### config.mk
export PLATFORM = sky130hd
export DESIGN_NAME = timed_switch_controller_top_flat
export DESIGN_NICKNAME = d
export VERILOG_FILES = /design/src/design/tsc_pkg.sv /design/src/design/tsc_if.sv /design/src/design/timed_switch_controller_top.sv /design/src/design/tsc_cfg_regs.sv /design/src/design/tsc_core.sv /design/src/design/tsc_out_reg.sv /design/src/flat_wrapper.sv
export VERILOG_INCLUDE_DIRS = /design/src /design/src/design
export SDC_FILE = /design/constraint.sdc
export NUM_CORES = 1
export LEC_CHECK = 0
export ABC_CLOCK_PERIOD_IN_PS = 7300
export BUFFER_PORTS_ARGS = -buffer_cell sky130_fd_sc_hd__buf_4
export CAP_MARGIN = 5
export CORE_MARGIN = 2
export CORE_UTILIZATION = 45
export CTS_CLUSTER_DIAMETER = 60
export DETAILED_ROUTE_END_ITERATION = 12
export SLEW_MARGIN = 10
export SYNTH_ARGS = -nofsm -noshare
export SYNTH_HDL_FRONTEND = slang
export SYNTH_SLANG_ARGS = --single-unit
### constraint.sdc
create_clock -name clk -period 7.3 [get_ports clk]
set_input_delay 1.46 -clock clk [delete_from_list [all_inputs] [get_ports clk]]
set_output_delay 1.46 -clock clk [all_outputs]
set_load 0.1 [all_outputs]
### src/design/assert_macros.svh
// Assertion helpers shared by the RTL files.
`ifndef ASSERT_MACROS_SVH
`define ASSERT_MACROS_SVH

// Same-cycle implication, disabled while reset is high.
`define TSC_ASSERT_IMP(lbl, clk, rst, ante, cons, msg) \
  lbl: assert property (@(posedge clk) disable iff (rst) (ante) |-> (cons)) \
    else $error(msg);

// Next-cycle implication, disabled while reset is high.
`define TSC_ASSERT_NXT(lbl, clk, rst, ante, cons, msg) \
  lbl: assert property (@(posedge clk) disable iff (rst) (ante) |=> (cons)) \
    else $error(msg);

`endif

### src/design/tsc_pkg.sv
`default_nettype none

package tsc_pkg;

  // Widths of the configuration channel and the elapsed-time counter.
  localparam int unsigned CFG_IDX_W  = 2;
  localparam int unsigned CFG_DATA_W = 16;
  localparam int unsigned TIME_W     = 16;
  localparam int unsigned ELAPSED_W  = 17;

  // The elapsed-time counter saturates at its all-ones value.
  localparam logic [ELAPSED_W-1:0] ELAPSED_MAX = '1;

  // Configuration register indexes.
  typedef enum logic [CFG_IDX_W-1:0] {
    REG_TOGGLE_MODE     = 2'd0,
    REG_ON_TIME_MS      = 2'd1,
    REG_OFF_TIME_MS     = 2'd2,
    REG_INVERT_POLARITY = 2'd3
  } tsc_reg_t;

  // Current configuration as seen by the core.
  typedef struct packed {
    logic              toggle_mode;
    logic [TIME_W-1:0] on_time_ms;
    logic [TIME_W-1:0] off_time_ms;
    logic              invert_polarity;
  } tsc_cfg_t;

  // Fields of one input item.
  typedef struct packed {
    logic control_in;
    logic force_on_req;
    logic force_off_req;
  } tsc_in_t;

  // Fields of one result item.
  typedef struct packed {
    logic switch_state;
    logic pin_level;
    logic state_changed;
  } tsc_result_t;

endpackage

`default_nettype wire

### src/design/tsc_if.sv
`default_nettype none

// Input channel: one control sample per millisecond tick.
interface tsc_in_if;
  logic valid;
  logic ready;
  logic control_in;
  logic force_on_req;
  logic force_off_req;

  modport source (output valid, output control_in, output force_on_req,
                  output force_off_req, input ready);
  modport sink (input valid, input control_in, input force_on_req,
                input force_off_req, output ready);
endinterface

// Result channel: switch state after each tick.
interface tsc_out_if;
  logic valid;
  logic ready;
  logic switch_state;
  logic pin_level;
  logic state_changed;

  modport source (output valid, output switch_state, output pin_level,
                  output state_changed, input ready);
  modport sink (input valid, input switch_state, input pin_level,
                input state_changed, output ready);
endinterface

// Configuration write channel.
interface tsc_cfg_if;
  logic                            valid;
  logic                            ready;
  logic [tsc_pkg::CFG_IDX_W-1:0]   index;
  logic [tsc_pkg::CFG_DATA_W-1:0]  data;

  modport source (output valid, output index, output data, input ready);
  modport sink (input valid, input index, input data, output ready);
endinterface

`default_nettype wire

### src/design/timed_switch_controller_top.sv
// Channel   Dir  Handshake       Payload
// in_ch     in   valid / ready   control_in, force_on_req, force_off_req
// out_ch    out  valid / ready   switch_state, pin_level, state_changed
// cfg_ch    in   valid / ready   index (2 bits), data (16 bits)
//
// One item per clock unless stalled; its result is valid the next cycle.
// The state update and the result register form a single stage: the next
// item is taken while the previous result waits, as long as it is drained.
// Reset (rst, synchronous) zeroes the config and all state but result data.
// A stalled result blocks new items only while out_ch.ready stays low.
`default_nettype none

module timed_switch_controller_top (
  input  logic     clk,
  input  logic     rst,
  tsc_in_if.sink   in_ch,
  tsc_out_if.source out_ch,
  tsc_cfg_if.sink  cfg_ch
);
  import tsc_pkg::*;

  tsc_cfg_t    cfg_q;
  tsc_in_t     in_item;
  tsc_result_t result;
  logic        in_ready;
  logic        accept;

  assign in_item.control_in    = in_ch.control_in;
  assign in_item.force_on_req  = in_ch.force_on_req;
  assign in_item.force_off_req = in_ch.force_off_req;
  assign in_ch.ready           = in_ready;
  assign accept                = in_ch.valid && in_ready;

  // Configuration registers.
  tsc_cfg_regs u_cfg (
    .clk    (clk),
    .rst    (rst),
    .cfg_ch (cfg_ch),
    .cfg_q  (cfg_q)
  );

  // Switch state and per-tick update.
  tsc_core u_core (
    .clk     (clk),
    .rst     (rst),
    .accept  (accept),
    .in_item (in_item),
    .cfg_q   (cfg_q),
    .result  (result)
  );

  // Result register toward the output channel.
  tsc_out_reg u_out (
    .clk      (clk),
    .rst      (rst),
    .load     (accept),
    .result   (result),
    .in_ready (in_ready),
    .out_ch   (out_ch)
  );

endmodule

`default_nettype wire

### src/design/tsc_cfg_regs.sv
`default_nettype none

module tsc_cfg_regs (
  input  logic              clk,
  input  logic              rst,
  tsc_cfg_if.sink           cfg_ch,
  output tsc_pkg::tsc_cfg_t cfg_q
);
  import tsc_pkg::*;

  tsc_cfg_t regs;

  // Writes are always taken.
  assign cfg_ch.ready = 1'b1;
  assign cfg_q        = regs;

  // Register file, cleared by reset.
  always_ff @(posedge clk) begin
    if (rst) begin
      regs <= '0;
    end else if (cfg_ch.valid) begin
      case (cfg_ch.index)
        REG_TOGGLE_MODE:     regs.toggle_mode     <= cfg_ch.data[0];
        REG_ON_TIME_MS:      regs.on_time_ms      <= cfg_ch.data[TIME_W-1:0];
        REG_OFF_TIME_MS:     regs.off_time_ms     <= cfg_ch.data[TIME_W-1:0];
        REG_INVERT_POLARITY: regs.invert_polarity <= cfg_ch.data[0];
        default: ;
      endcase
    end
  end

endmodule

`default_nettype wire

### src/design/tsc_core.sv
`default_nettype none
`include "assert_macros.svh"

module tsc_core (
  input  logic                 clk,
  input  logic                 rst,
  input  logic                 accept,
  input  tsc_pkg::tsc_in_t     in_item,
  input  tsc_pkg::tsc_cfg_t    cfg_q,
  output tsc_pkg::tsc_result_t result
);
  import tsc_pkg::*;

  logic                 output_on;
  logic                 previous_input;
  logic [ELAPSED_W-1:0] elapsed_ms;
  logic                 pending_on;
  logic                 pending_off;

  logic                 output_on_next;
  logic                 previous_input_next;
  logic [ELAPSED_W-1:0] elapsed_ms_next;
  logic                 pending_on_next;
  logic                 pending_off_next;

  logic                 pend_on_now;
  logic                 pend_off_now;
  logic [ELAPSED_W-1:0] elapsed_inc;
  logic                 rise;
  logic                 fall;
  logic                 timed_out;
  logic                 off_expired;
  logic                 forced;
  logic                 changed;

  // Requests of this tick merge into the pending bits, then time advances.
  always_comb begin
    pend_on_now  = pending_on | in_item.force_on_req;
    pend_off_now = pending_off | in_item.force_off_req;
    elapsed_inc  = (elapsed_ms == ELAPSED_MAX) ? elapsed_ms
                                               : elapsed_ms + ELAPSED_W'(1);
    rise         = in_item.control_in & ~previous_input;
    fall         = ~in_item.control_in & previous_input;
    timed_out    = (cfg_q.on_time_ms != '0) &&
                   (elapsed_inc > {1'b0, cfg_q.on_time_ms});
    off_expired  = elapsed_inc > {1'b0, cfg_q.off_time_ms};
  end

  // Output update: a pending force wins, otherwise the mode rule applies.
  always_comb begin
    output_on_next   = output_on;
    pending_on_next  = pend_on_now;
    pending_off_next = pend_off_now;
    forced           = 1'b0;
    if (!output_on) begin
      if (pend_on_now) begin
        pending_on_next = 1'b0;
        forced          = 1'b1;
        output_on_next  = 1'b1;
      end else if (cfg_q.toggle_mode || cfg_q.on_time_ms == '0) begin
        if (rise) output_on_next = 1'b1;
      end else begin
        if (rise || (in_item.control_in && off_expired)) output_on_next = 1'b1;
      end
    end else begin
      if (pend_off_now) begin
        pending_off_next = 1'b0;
        forced           = 1'b1;
        output_on_next   = 1'b0;
      end else if (cfg_q.toggle_mode) begin
        if (rise || timed_out) output_on_next = 1'b0;
      end else begin
        if (fall || timed_out) output_on_next = 1'b0;
      end
    end
    changed             = output_on_next != output_on;
    elapsed_ms_next     = changed ? '0 : elapsed_inc;
    previous_input_next = forced ? previous_input : in_item.control_in;
  end

  // Result of this tick, loaded into the output register by the top level.
  assign result.switch_state  = output_on_next;
  assign result.pin_level     = output_on_next ^ cfg_q.invert_polarity;
  assign result.state_changed = changed;

  // Switch state, advanced once per accepted item.
  always_ff @(posedge clk) begin
    if (rst) begin
      output_on      <= 1'b0;
      previous_input <= 1'b0;
      elapsed_ms     <= '0;
      pending_on     <= 1'b0;
      pending_off    <= 1'b0;
    end else if (accept) begin
      output_on      <= output_on_next;
      previous_input <= previous_input_next;
      elapsed_ms     <= elapsed_ms_next;
      pending_on     <= pending_on_next;
      pending_off    <= pending_off_next;
    end
  end

  // A change of the output restarts the elapsed-time count.
  `TSC_ASSERT_NXT(a_change_clears_time, clk, rst, accept && changed, elapsed_ms == '0,
    "elapsed time not cleared on output change")
  // Without an item the switch state holds.
  `TSC_ASSERT_NXT(a_idle_holds, clk, rst, !accept, $stable(output_on) && $stable(elapsed_ms),
    "switch state moved without an item")
  // A pending force-on while off is consumed and turns the output on.
  `TSC_ASSERT_NXT(a_force_on, clk, rst, accept && !output_on && pending_on,
    output_on && !pending_on, "pending force-on not applied")
  // A pending force-off while on is consumed and turns the output off.
  `TSC_ASSERT_NXT(a_force_off, clk, rst, accept && output_on && pending_off,
    !output_on && !pending_off, "pending force-off not applied")

endmodule

`default_nettype wire

### src/design/tsc_out_reg.sv
`default_nettype none
`include "assert_macros.svh"

module tsc_out_reg (
  input  logic                 clk,
  input  logic                 rst,
  input  logic                 load,
  input  tsc_pkg::tsc_result_t result,
  output logic                 in_ready,
  tsc_out_if.source            out_ch
);
  import tsc_pkg::*;

  logic        valid;
  tsc_result_t data;

  // A new item may enter when the register is empty or being drained.
  assign in_ready = !valid || out_ch.ready;

  // Valid flag of the result register.
  always_ff @(posedge clk) begin
    if (rst) begin
      valid <= 1'b0;
    end else if (load) begin
      valid <= 1'b1;
    end else if (out_ch.ready) begin
      valid <= 1'b0;
    end
  end

  // Result payload.
  always_ff @(posedge clk) begin
    if (load) begin
      data <= result;
    end
  end

  assign out_ch.valid         = valid;
  assign out_ch.switch_state  = data.switch_state;
  assign out_ch.pin_level     = data.pin_level;
  assign out_ch.state_changed = data.state_changed;

  // Every loaded item shows up as a result in the next cycle.
  `TSC_ASSERT_NXT(a_load_shows, clk, rst, load, valid, "loaded item not presented")
  // The register is never loaded while a result is stuck.
  `TSC_ASSERT_IMP(a_no_overwrite, clk, rst, valid && !out_ch.ready, !load,
    "result overwritten while stalled")

endmodule

`default_nettype wire

### src/flat_wrapper.sv
// flat-port wrapper written by rule: the top's interface ports become plain ports
module timed_switch_controller_top_flat import tsc_pkg::*;
  (clk, rst, in_ch_valid, in_ch_control_in, in_ch_force_on_req, in_ch_force_off_req, in_ch_ready, out_ch_valid, out_ch_switch_state, out_ch_pin_level, out_ch_state_changed, out_ch_ready, cfg_ch_valid, cfg_ch_index, cfg_ch_data, cfg_ch_ready);
  tsc_in_if in_ch_i ();
  tsc_out_if out_ch_i ();
  tsc_cfg_if cfg_ch_i ();
  input  logic clk;
  input  logic rst;
  input wire logic [$bits(in_ch_i.valid)-1:0] in_ch_valid;
  input wire logic [$bits(in_ch_i.control_in)-1:0] in_ch_control_in;
  input wire logic [$bits(in_ch_i.force_on_req)-1:0] in_ch_force_on_req;
  input wire logic [$bits(in_ch_i.force_off_req)-1:0] in_ch_force_off_req;
  output wire logic [$bits(in_ch_i.ready)-1:0] in_ch_ready;
  output wire logic [$bits(out_ch_i.valid)-1:0] out_ch_valid;
  output wire logic [$bits(out_ch_i.switch_state)-1:0] out_ch_switch_state;
  output wire logic [$bits(out_ch_i.pin_level)-1:0] out_ch_pin_level;
  output wire logic [$bits(out_ch_i.state_changed)-1:0] out_ch_state_changed;
  input wire logic [$bits(out_ch_i.ready)-1:0] out_ch_ready;
  input wire logic [$bits(cfg_ch_i.valid)-1:0] cfg_ch_valid;
  input wire logic [$bits(cfg_ch_i.index)-1:0] cfg_ch_index;
  input wire logic [$bits(cfg_ch_i.data)-1:0] cfg_ch_data;
  output wire logic [$bits(cfg_ch_i.ready)-1:0] cfg_ch_ready;
  assign in_ch_i.valid = in_ch_valid;
  assign in_ch_i.control_in = in_ch_control_in;
  assign in_ch_i.force_on_req = in_ch_force_on_req;
  assign in_ch_i.force_off_req = in_ch_force_off_req;
  assign in_ch_ready = in_ch_i.ready;
  assign out_ch_valid = out_ch_i.valid;
  assign out_ch_switch_state = out_ch_i.switch_state;
  assign out_ch_pin_level = out_ch_i.pin_level;
  assign out_ch_state_changed = out_ch_i.state_changed;
  assign out_ch_i.ready = out_ch_ready;
  assign cfg_ch_i.valid = cfg_ch_valid;
  assign cfg_ch_i.index = cfg_ch_index;
  assign cfg_ch_i.data = cfg_ch_data;
  assign cfg_ch_ready = cfg_ch_i.ready;
  timed_switch_controller_top u_core (.clk(clk), .rst(rst), .in_ch(in_ch_i), .out_ch(out_ch_i), .cfg_ch(cfg_ch_i));
endmodule
==> metrics.md <==
| Metric | Value |
|---|---|
| Worst VDD drop | around 110 uV |
| Sink Count | 59 |
| Die Ht | roughly 90 um |
| Initial DRC count | roughly 110 |
| Pwr Total | between 0.7 and 0.8 mW |
| Final Max Tran Viols | 0 |
| R2R Setup Slk | about 3300 ps |
| Initial Utilization | around 46% |
| Syn_nets | between 400 and 500 |
| Post-CTS Setup Bufs | 0 |
| Share of cells above drive strength 1 | 14.6% |
| # rows | 32 |
| Vias per inst | 5.17 |
| Crit path capture | u_core.u_core.elapsed_ms[1] |
| P&R area growth vs syn | 11.8% |
| Post-Synth XOR/XNOR Area | between 5 and 6% |
| CTS max path bufs | 2 |
| RSZ-0062 raised after global routing | false |
| WS Path Type | register to register |
| Die width | between 90 and 100 um |
| Netlist cell types | 53 |
| Asr flop ratio synth | 0% |
| Root Driver | clkbuf_8 |
| Pint | ~0.54 mW |
| Worst reg2reg path depth | 15 |
| Crit end category | register |
| Largest net degree at the start of global routing | 45 |
| GRT Residual Overflow | 0 |
| Type of the worst min-delay path | register to register |
| Sequential area share after synthesis | 34.6% |
| RD Place Congestion | around 0.83 |
| Fin worst setup slack | ~3300 ps |
| Mapped Cells | roughly 430 |
| Overall Global Routing Usage | a little over 20% |
| Area of the multi-input gates | 0.00201 mm^2 |
| DRC Markers | 0 |
| Post-layout min period | slightly below 4000 ps |
| Setup TNS Final | 0 ps |
| Core area | around 0.0076 mm^2 |
| # H-tree levels | 3 |
| Antenna-violating nets left | 0 |
| Via count | 2895 |
| Skew-Pair Late Insertion Delay | 340 ps |
| Clock share of power | 36.4% |
| Fillers | 769 |
| Largest family of logic cells by synthesized area | simple AND/OR/NAND/NOR gates |
| Post-detail-place hpwl | slightly below 6 mm |
| CTS buffer count | 9 |
| Mean Syn Cell Area | between 8 and 9 um^2 |
| First-pass GRT wire length | roughly 14 mm |
| Layout Nets | between 500 and 600 |
| Aggregate routed wire length | 7.87 mm |
| Post-CTS Resized | 0 |
| Normalized max-slew margin | 27.0% |
| Crit path launch | u_core.u_core.elapsed_ms[5] |
| Fmax | ~250 MHz |
| Dominant synthesized flop cell | dfxtp_1 |
| Final Skew | 9.00 ps |
| Comb power frac | 17.9% |
| Synth Area in Adders | a little under an eighth |
| Antenna violations before repair | 0 |
| Post-Synthesis Cell Area | around 0.0035 mm^2 |
| Simple-Gate Fraction of Synth Area | around a quarter |
| Max FO, Critical Path | 10 |
| I/O Pins | 32 |
| PD cells | 194 mW/mm^2 |
| Crit path DAT | between 4000 and 5000 ps |
| Seq pwr share | a little under half |
| Hold Buf Count CTS | 0 |
| Sequential Area | ~0.0012 mm^2 |
| Max Cap Viol | 0 |
| Status | complete, no violations |
| Wire per inst | 14.1 um |
| Worst r2r src | u_core.u_core.elapsed_ms[5] |
| CP Data Required Time | 7570 ps |
| Crit share post-route | a little over half |
| Mux contribution to synthesized area | between 1 and 1.5% |
| FF-to-FF End | u_core.u_core.elapsed_ms[1] |
| Startpoint Class | register |
| Count of TritonRoute iterations in the first routing pass | 4 |
| Setup Viol. Count Final | 0 |
| #FFs+latches synth | between 50 and 60 |
| Final Hold Vio Count | 0 |
| Post-synth EDFFs | 3 |
| CTS tree | built |
| Die area | approximately 0.0085 mm^2 |
| Net Sw Power | 0.222 mW |
| # port buffers | 30 |
| Synth Area in Compound Gates | 15.4% |
| Worst slew pin tran | between 1000 and 1500 ps |
| Dpl ws | 3410 ps |
| Syn. warnings | 0 |
| Ant. Diodes | 0 |
| Vias in the first global route | approximately 2800 |
| Switching Share | between 20% and 30% |
| Clock-pin slew on the worst setup and hold paths | around 70 ps |
| Leak | 1.57 nW |
==> power groups by stage <==
stage,registers (mW),logic (mW),clock network (mW)
after floorplan,0.374,0.0807,0
after global placement,0.354,0.134,0
after detailed placement,0.355,0.136,0
after CTS,0.347,0.137,0.284
after global routing,0.349,0.151,0.295
final,0.347,0.136,0.276
==> layout make-up <==
class	count	share of cell area [%]
clock inverters	2	0.256
clock buffers	14	4.42
inverters	40	3.84
repair buffers	30	5.76
multi-input cells	313	51.5
well taps	102	3.27
flip-flops and latches	59	31.0
==> logic make-up after synthesis <==
kind of cell	Yosys count
simple gates	171
compound gates	83
flops	59
buf+inv	59
fa+ha+maj	33
xor+xnor	21
mux	4
other cells	1
==> per-stage QoR <==
| stage | hold WS, ps | instances | util (%) | cell area (um^2) |
|---|---|---|---|---|
| 2_1_floorplan | 436 | 431 | - | 3500 |
| 3_3_place_gp | 446 | 544 | 49.0 | 3730 |
| 3_5_place_dp | 449 | 544 | 49.0 | 3730 |
| 4_1_cts | 458 | 560 | 51.4 | 3910 |
| 5_1_grt | 486 | 560 | 51.4 | 3910 |
| 6_report | 455 | 560 | 51.4 | 3910 |
==> per-layer routing <==
layer	global-route usage, %	vias up	part of all wire (%)
met3	3.86	10	3.9
li1	-	1500	-
met5	0	-	0
met4	7.71	0	1.6
met1	27.4	1337	48
met2	32.6	48	46
==> worst max-delay path: stages (launching register included) <==
cell	delay, ps
dfxtp_1	450
nand3_2	180
nor4_4	340
nand4_2	220
and3_1	340
nand4_1	190
xnor2_1	210
ha_1	310
a211oi_1	250
nor2_1	80
a2111oi_0	380
o211ai_1	140
nand2_1	110
o21ba_4	180
a21o_1	320
nor3_2	200
==> registers in the layout (all words and copies together) (netlist names) <==
signal and count:
u_core.u_out.out_ch.switch_state 1, u_core.u_core.pending_off 1, u_core.u_core.previous_input 1, u_core.u_out.out_ch.state_changed 1
u_core.u_cfg.cfg_q 34, u_core.u_out.out_ch.valid 1, u_core.u_core.pending_on 1, u_core.u_out.out_ch.pin_level 1
u_core.u_core.output_on 1, u_core.u_core.elapsed_ms 17
==> worst min path at each step <==
stage | startpoint | endpoint | slack [ps] | cells after the start
final | u_core.u_cfg.cfg_q[12] | u_core.u_cfg.cfg_q[12] | 450 | 2
after global routing | u_core.u_cfg.cfg_q[4] | u_core.u_cfg.cfg_q[4] | 490 | 2
after CTS | u_core.u_cfg.cfg_q[12] | u_core.u_cfg.cfg_q[12] | 460 | 2
after detailed placement | u_core.u_cfg.cfg_q[12] | u_core.u_cfg.cfg_q[12] | 450 | 2
after global placement | u_core.u_cfg.cfg_q[8] | u_core.u_cfg.cfg_q[8] | 450 | 2
after floorplan | u_core.u_cfg.cfg_q[10] | u_core.u_cfg.cfg_q[10] | 440 | 2
==> cell usage in the layout (no fill, tap or decap), types with 3 or more instances in the layout <==
cell / instances
o21ai_0: 5
and3_1: 3
xor2_1: 4
nand3_2: 3
a22o_1: 5
nand2_1: 84
nor2_1: 33
xnor2_1: 17
buf_4: 30
dfxtp_1: 56
nand4_1: 7
a21o_1: 6
inv_1: 40
edfxtp_1: 3
nand3_1: 7
clkbuf_8: 12
nor3_2: 3
ha_1: 33
a211oi_1: 5
a21oi_1: 49
nor4_1: 5
nor3_1: 6
==> synthesized netlist by cell type (2+ instances only) <==
library cell | count | share of area, %
a22o_1 | 5 | 1.3
xnor2_1 | 17 | 4.3
inv_1 | 40 | 4.3
buf_4 | 2 | 0.43
o21ai_0 | 5 | 0.72
nor3_2 | 3 | 0.86
xor2_1 | 4 | 1.0
mux2i_1 | 2 | 0.57
a31oi_1 | 2 | 0.36
a21oi_1 | 49 | 7.0
nor2b_1 | 2 | 0.36
and3_1 | 3 | 0.54
nor4_1 | 5 | 0.89
a211oi_1 | 5 | 1.1
nor2_1 | 33 | 3.5
clkbuf_1 | 11 | 1.2
nand2_1 | 84 | 9.0
mux2_2 | 2 | 0.64
nand3_1 | 7 | 1.0
buf_6 | 3 | 0.97
nand4_1 | 7 | 1.3
ha_1 | 33 | 12
nand2b_1 | 2 | 0.36
nand3_2 | 3 | 0.86
a2111oi_2 | 2 | 0.86
or2_2 | 2 | 0.36
dfxtp_1 | 56 | 32
a2111oi_0 | 2 | 0.50
edfxtp_1 | 3 | 2.6
nor3_1 | 6 | 0.86
clkbuf_8 | 2 | 0.79
nor3b_1 | 2 | 0.43
a21o_1 | 6 | 1.3
nand4_2 | 2 | 0.72
Note: power is estimated with default switching activity, not from simulation.
